[config.mk]
export PLATFORM = sky130hd
export DESIGN_NAME = dltq_front
export DESIGN_NICKNAME = d
export VERILOG_FILES = /design/src/hdl/dltq_pkg.sv /design/src/hdl/dltq_front.sv
export SDC_FILE = /design/constraint.sdc
export NUM_CORES = 1
export LEC_CHECK = 0
export CAP_MARGIN = 5
export CORE_MARGIN = 1
export CORE_UTILIZATION = 67
export DETAILED_ROUTE_END_ITERATION = 7
export DONT_BUFFER_PORTS = 1
export PLACE_DENSITY = 0.82
export SLEW_MARGIN = 25
export SYNTH_ARGS = -nofsm -noshare
export SYNTH_HDL_FRONTEND = slang
export SYNTH_SLANG_ARGS = --single-unit
export TNS_END_PERCENT = 5
[constraint.sdc]
create_clock -name clk -period 9.6 [get_ports clk]
set_input_delay 0.48 -clock clk [delete_from_list [all_inputs] [get_ports clk]]
set_output_delay 0.48 -clock clk [all_outputs]
set_load 0.005 [all_outputs]
[src/hdl/dltq_pkg.sv]
// ---------------------------------------------------------------------------
// dltq_pkg
// Shared types and constants for the delta list timer queue.
// ---------------------------------------------------------------------------
`default_nettype none
package dltq_pkg;

	localparam int ENTRIES = 32;
	// Handle width: handles run 1..ENTRIES, 0 marks "none".
	localparam int HW = $clog2(ENTRIES + 1);
	// Entry index width: index = handle - 1.
	localparam int IW = (ENTRIES > 1) ? $clog2(ENTRIES) : 1;

	typedef enum logic [1:0] {
		OP_SET    = 2'd0,
		OP_MODIFY = 2'd1,
		OP_DELETE = 2'd2,
		OP_POLL   = 2'd3
	} op_t;

	typedef enum logic [1:0] {
		ST_OK     = 2'd0,
		ST_NOFREE = 2'd1,
		ST_BADHDL = 2'd2
	} status_t;

	typedef enum logic [3:0] {
		S_IDLE,
		S_DEL_CHECK,
		S_DEL_WALK,
		S_DEL_FIX,
		S_DEL_FREE,
		S_SET_TAKE,
		S_INS_WALK,
		S_INS_LINK,
		S_POLL,
		S_DONE
	} state_t;

	// One classified command handed from the front to the back.
	typedef struct packed {
		op_t           op;
		logic [31:0]   now_ms;
		logic [HW-1:0] handle;
		logic          hdl_zero;
		logic          hdl_in_range;
		logic [31:0]   duration_ms;
		logic [7:0]    event_sink;
		logic [31:0]   argument;
	} cmd_t;

	// Handshake between front and back.
	typedef struct packed {
		logic valid;
		cmd_t cmd;
	} cmd_chan_t;

	function automatic logic [IW-1:0] to_index(input logic [HW-1:0] h);
		logic [HW-1:0] t;
		t = h - HW'(1);
		return t[IW-1:0];
	endfunction

endpackage
`default_nettype wire

[src/hdl/dltq_front.sv]
// ---------------------------------------------------------------------------
// dltq_front
// Accepts input words, checks the handle and keeps a two-entry command queue.
// ---------------------------------------------------------------------------
`default_nettype none
module dltq_front (
	input  wire                   clk,
	input  wire                   arst_n,
	input  wire                   in_valid,
	output logic                  in_ready,
	input  wire  [111:0]          in_data,
	output dltq_pkg::cmd_chan_t   cmd_out,
	input  wire                   cmd_ready
);

	dltq_pkg::cmd_t slot_q [2];
	logic           wr_ptr_q;
	logic           rd_ptr_q;
	logic [1:0]     count_q;
	dltq_pkg::cmd_t cmd_in;
	logic           push;
	logic           pop;

	// Unpack and classify the incoming word.
	always_comb begin
		cmd_in.op           = dltq_pkg::op_t'(in_data[1:0]);
		cmd_in.now_ms       = in_data[33:2];
		cmd_in.handle       = dltq_pkg::HW'(in_data[39:34]);
		cmd_in.hdl_zero     = (in_data[39:34] == 6'd0);
		cmd_in.hdl_in_range = (in_data[39:34] != 6'd0) &&
			(32'(in_data[39:34]) <= 32'(dltq_pkg::ENTRIES));
		cmd_in.duration_ms  = in_data[71:40];
		cmd_in.event_sink   = in_data[79:72];
		cmd_in.argument     = in_data[111:80];
	end

	assign in_ready      = (count_q != 2'd2);
	assign push          = in_valid && in_ready;
	assign pop           = cmd_out.valid && cmd_ready;
	assign cmd_out.valid = (count_q != 2'd0);
	assign cmd_out.cmd   = slot_q[rd_ptr_q];

	// Queue pointers and fill count.
	always_ff @(posedge clk or negedge arst_n) begin
		if (!arst_n) begin
			wr_ptr_q <= 1'b0;
			rd_ptr_q <= 1'b0;
			count_q  <= 2'd0;
		end else begin
			if (push) wr_ptr_q <= ~wr_ptr_q;
			if (pop) rd_ptr_q <= ~rd_ptr_q;
			if (push && !pop) count_q <= count_q + 2'd1;
			else if (pop && !push) count_q <= count_q - 2'd1;
		end
	end

	// Queue storage.
	always_ff @(posedge clk) begin
		if (push) slot_q[wr_ptr_q] <= cmd_in;
	end

endmodule
`default_nettype wire

# == After elaboration in Yosys (flattened, before gate mapping) ==
# Memory sizes are Yosys's and may differ from the RTL's.
# Cells that the tools add are included.
# classes
eq_ne,1
n_reduce_logical,11
shift,0
n_mul,0
order_cmp,1
mux,4
bitwise_logic,2
div_mod_pow,0
n_addsub,2
# ops
cell,n
"less-or-equal comparator 6 bit, second input constant",1
zero test 6 bit,1
nonzero test 6 bit,1
logical AND 1 bit,5
2-to-1 mux 2 bit,2
nonzero test 2 bit,2
"adder 2 x 1 -> 2 bit, second input constant",1
zero test 1 bit,2
2-to-1 mux 1 bit,2
"inequality test 2 bit, second input constant",1
inverter 1 bit,2
"subtractor 2 x 1 -> 2 bit, second input constant",1
# totals
mem_count,1
out_inout_bits,116
rom_bits,0
input_bits,116
ff_bits,4
mem_bits_rw,228
latch_bits,0
# memory_table
memory,depth,word_bits,rd,rd_clocked_by_memory_dff,wr,line_no,source
slot_q,2,114,1,0,1,dltq_front.sv:16,dltq_pkg::cmd_t slot_q [2];

# == Depth between registers and ports, before layout ==
# logic_depth
depth_word,6
mapped_depth,7
ltp_nobuf,7

# == Worst setup path before layout ==
# OpenSTA, ideal clock, no wires.
# synth_timing
kind,register -> register
start,register count_q[0]
end,memory slot_q[0][0] (netlist name) (enable)
period_less_slack_ps,5978
slack_ps,3622
t_arrival_ps,5390
path_stages_with_launch,4
cell_sequence,dfrtp_1 > nand2b_1 > nand2_1 > nor2_1
# synth_between
elab_chain_cells,4
# synth_rtl
item,line_no,source
start: declaration,dltq_front.sv:19,logic [1:0] count_q;
start signal: assignment,dltq_front.sv:52,if (push && !pop) count_q <= count_q + 2'd1;
start signal: assignment,dltq_front.sv:53,else if (pop && !push) count_q <= count_q - 2'd1;
inequality test 2 bit,dltq_front.sv:37,assign in_ready = (count_q != 2'd2);
named net in_ready,dltq_front.sv:10,"output logic in_ready,"
logical AND 1 bit,dltq_front.sv:38,assign push = in_valid && in_ready;
2-to-1 mux 1 bit,dltq_front.sv:59,if (push) slot_q[wr_ptr_q] <= cmd_in;
2-to-1 mux 1 bit (not written as such),dltq_front.sv:59,
end: declaration,dltq_front.sv:16,
# The timed path passes the listed nets, and every way through them passes these cells.

==> flow_summary.toml <==
[logic_synthesis]
synthTopCellsByArea = "edfxtp_1, mux2_2, mux2_1, dfrtp_1, buf_6"
yosys-top-cells-count = "edfxtp_1, mux2_2, mux2_1, buf_2, buf_6"
synth_edf_count = 228
yosysTopAreaCellShare_pct = 80.91
yosysMostFrequentCell = "edfxtp_1"
ys_ff_latch = 232
ys_async_sr_fraction_pct = 1.724
synth_top_area_cell = "edfxtp_1"
ys_seq_area_share_pct = 82.09
ys.flop_type = "edfxtp_1"
syn_avg_cell_area_um2 = 22.45
yosysUniqueCellTypes = 19
syn-instance-count = 377
synth.cell_area_um2 = 8462
synth.net_count = 494
yosys_warnings = 0

[sta]
setup_tns_ns = 0
finalHoldViolations = 0
setup_viol = 0
rsz0062_at_grt = "no"
max_freq_mhz = 325.8
fin_crit_sh_pct = 31.97
fin_crit_ns = 3.069
maxSlewHeadroom_pct = 44.60
finClkSkew_ns = 0.009037
worst_pin_slew_ns = 0.8310
drv_slew = 0

[min_path]
hold_path.startpoint = "in_data[28]"
hold_end = "slot_q[1][106]$_DFFE_PP_"
hold_depth = 0
hold_class = "input port to flip-flop"

[die]
start_util_pct = 69.58
die_h_um = 114.4
core_area_um2 = 12160
pin_count = 232
dieArea_um2 = 13080
die_w_um = 114.4
rows = 40

[route]
ant_nets = 0
vias_per_cell = 5.986
drc = 0
drt_first_pass_iters = 4
drt_iter0_drc = 199
drt_wl_total_um = 14120
vias = 3430
routedWlPerCell_um = 24.64

[pwr]
ir_drop_mv = 0.2071
leakagePower_nw = 3.041
powerDensity_nw_per_um2 = 311.2

[setup_path]
critPathMaxStageDelay_ns = 0.96
crit_path_max_fanout = 60
start_kind = "flip-flop"
arrival_ns = 2.59
reg2reg_slack_ns = 7.08
critical_path_class = "flip-flop to output pin"
r2r_start = "count_q[0]$_DFFE_PN0P_"
worstReg2RegEnd = "slot_q[1][50]$_DFFE_PP_"
reg2regPathDepth = 3
worst_ep_required_time_ns = 9.12
cp_cell_sequence = "buf_4 > mux2_2"
slowest_stage = "dfrtp_4"
endpoint_kind = "output pin"

[cts]
post_cts_buffers = 0
numCtsBuffers = 22
clkTransAtPathRegs_ns = 0.06
cts_root_buf = "clkbuf_16"
cts_resized = 0
cts.sinks = 232
clock_latency_ns = 0.48
cts_hold_buffers = 1
cts_tree = "done"
cts_max_level = 1
clk_path_buf_depth = 3

[final_layout]
n_antenna_cell = 0
drive_above_1_share_pct = 35.31
final_nets = 510
area_growth_pct = 10.32
utilization_pct = 76.76
final_area_um2 = 9335

[place]
port_buffers = 0
place_hpwl_um = 9149
placed_cell_area_um2 = 8616
gp_congestion = 0.7587

[grt]
antenna_found_initial = 0
gr-usage-all-layers_pct = 21.20
grt_max_degree = 65
grt-ovfl-total = 0
grt_pass1_vias = 3667
grt_pass1_wl_um = 20270

[run]
cap_violations = 0

[run_status]
outcome = "completed"
-- metal layers --
layer	up-vias	wire, µm	GRT usage, %
met5	-	0	0
met4	0	414	7.359
met3	28	1626	9.211
met2	180	7314	37.62
met1	1705	4766	22.51
li1	1517	-	-
-- critical path, delay by kind of cell (launching register included) --
kind	cells	cell delay, ns
flip-flops	1	0.96
buffers and inverters	1	0.70
multiplexers	1	0.44
-- final cells by class --
cell class              count  area, µm²
clock buffers              28      594.3
clock inverters             8      115.1
fillers                   626       2826
inverters                   1      3.754
multi-input cells         131       1421
flip-flops and latches    232       6950
well taps                 168      210.2
repair buffers              5      40.04
-- cell usage in the layout (no fill, tap or decap), types with 2 or more instances in the layout --
cell,n
mux2_2,104
edfxtp_1,228
xor2_1,2
bufinv_16,3
dfrtp_1,3
mux2_1,10
clkinv_1,3
clkbuf_16,23
nand2_1,2
xnor2_1,3
clkbuf_1,5
buf_4,4
-- power by group --
group	switching [mW]	total (mW)	internal, mW
clock network	0.324	0.839	0.515
registers	0.106	1.49	1.39
logic	0.319	0.571	0.252
total	0.749	2.90	2.16
-- metrics by stage --
stage	std cells	hold slack, ns	worst slack (ns)	power, mW
4_1_cts	573	0.07947	6.485	2.938
3_3_place_gp	536	0.1846	7.041	2.062
5_1_grt	573	0.07585	6.377	3.016
2_1_floorplan	377	0.1844	3.622	1.996
6_report	573	0.09089	6.531	2.905
3_5_place_dp	536	0.1846	7.013	2.091
-- flip-flops by register name, summed over array words and instances (netlist names) --
signal    count
slot_q      228
count_q       2
rd_ptr_q      1
wr_ptr_q      1
-- logic make-up (layout without fill, tap and decap cells) --
| kind of cell | after synthesis | in the layout | synth area share (%) |
|---|---|---|---|
| adders and majority gates | 1 | 1 | 0.1478 |
| and+or+nand+nor | 10 | 10 | 0.7248 |
| buffers and inverters | 14 | 42 | 1.257 |
| DFF | 232 | 232 | 82.09 |
| AOI/OAI and AO/OA | 1 | 1 | 0.08875 |
| muxes | 114 | 114 | 15.17 |
| xor gates and xnor gates | 5 | 5 | 0.5176 |
-- worst max-delay path by stage --
stage                                         to              startpoint  slack [ns]  cells after the start
after floorplan           slot_q[0][0]$_DFFE_PP_  count_q[0]$_DFFE_PN0P_        3.62                      3
after global placement               cmd_out[35]    rd_ptr_q$_DFFE_PN0P_        7.04                      2
after detailed placement             cmd_out[29]    rd_ptr_q$_DFFE_PN0P_        7.01                      2
after CTS                            cmd_out[29]    rd_ptr_q$_DFFE_PN0P_        6.49                      2
after global routing                 cmd_out[35]    rd_ptr_q$_DFFE_PN0P_        6.38                      2
final                               cmd_out[111]    rd_ptr_q$_DFFE_PN0P_        6.53                      2
(Power assumes the default switching activity.)
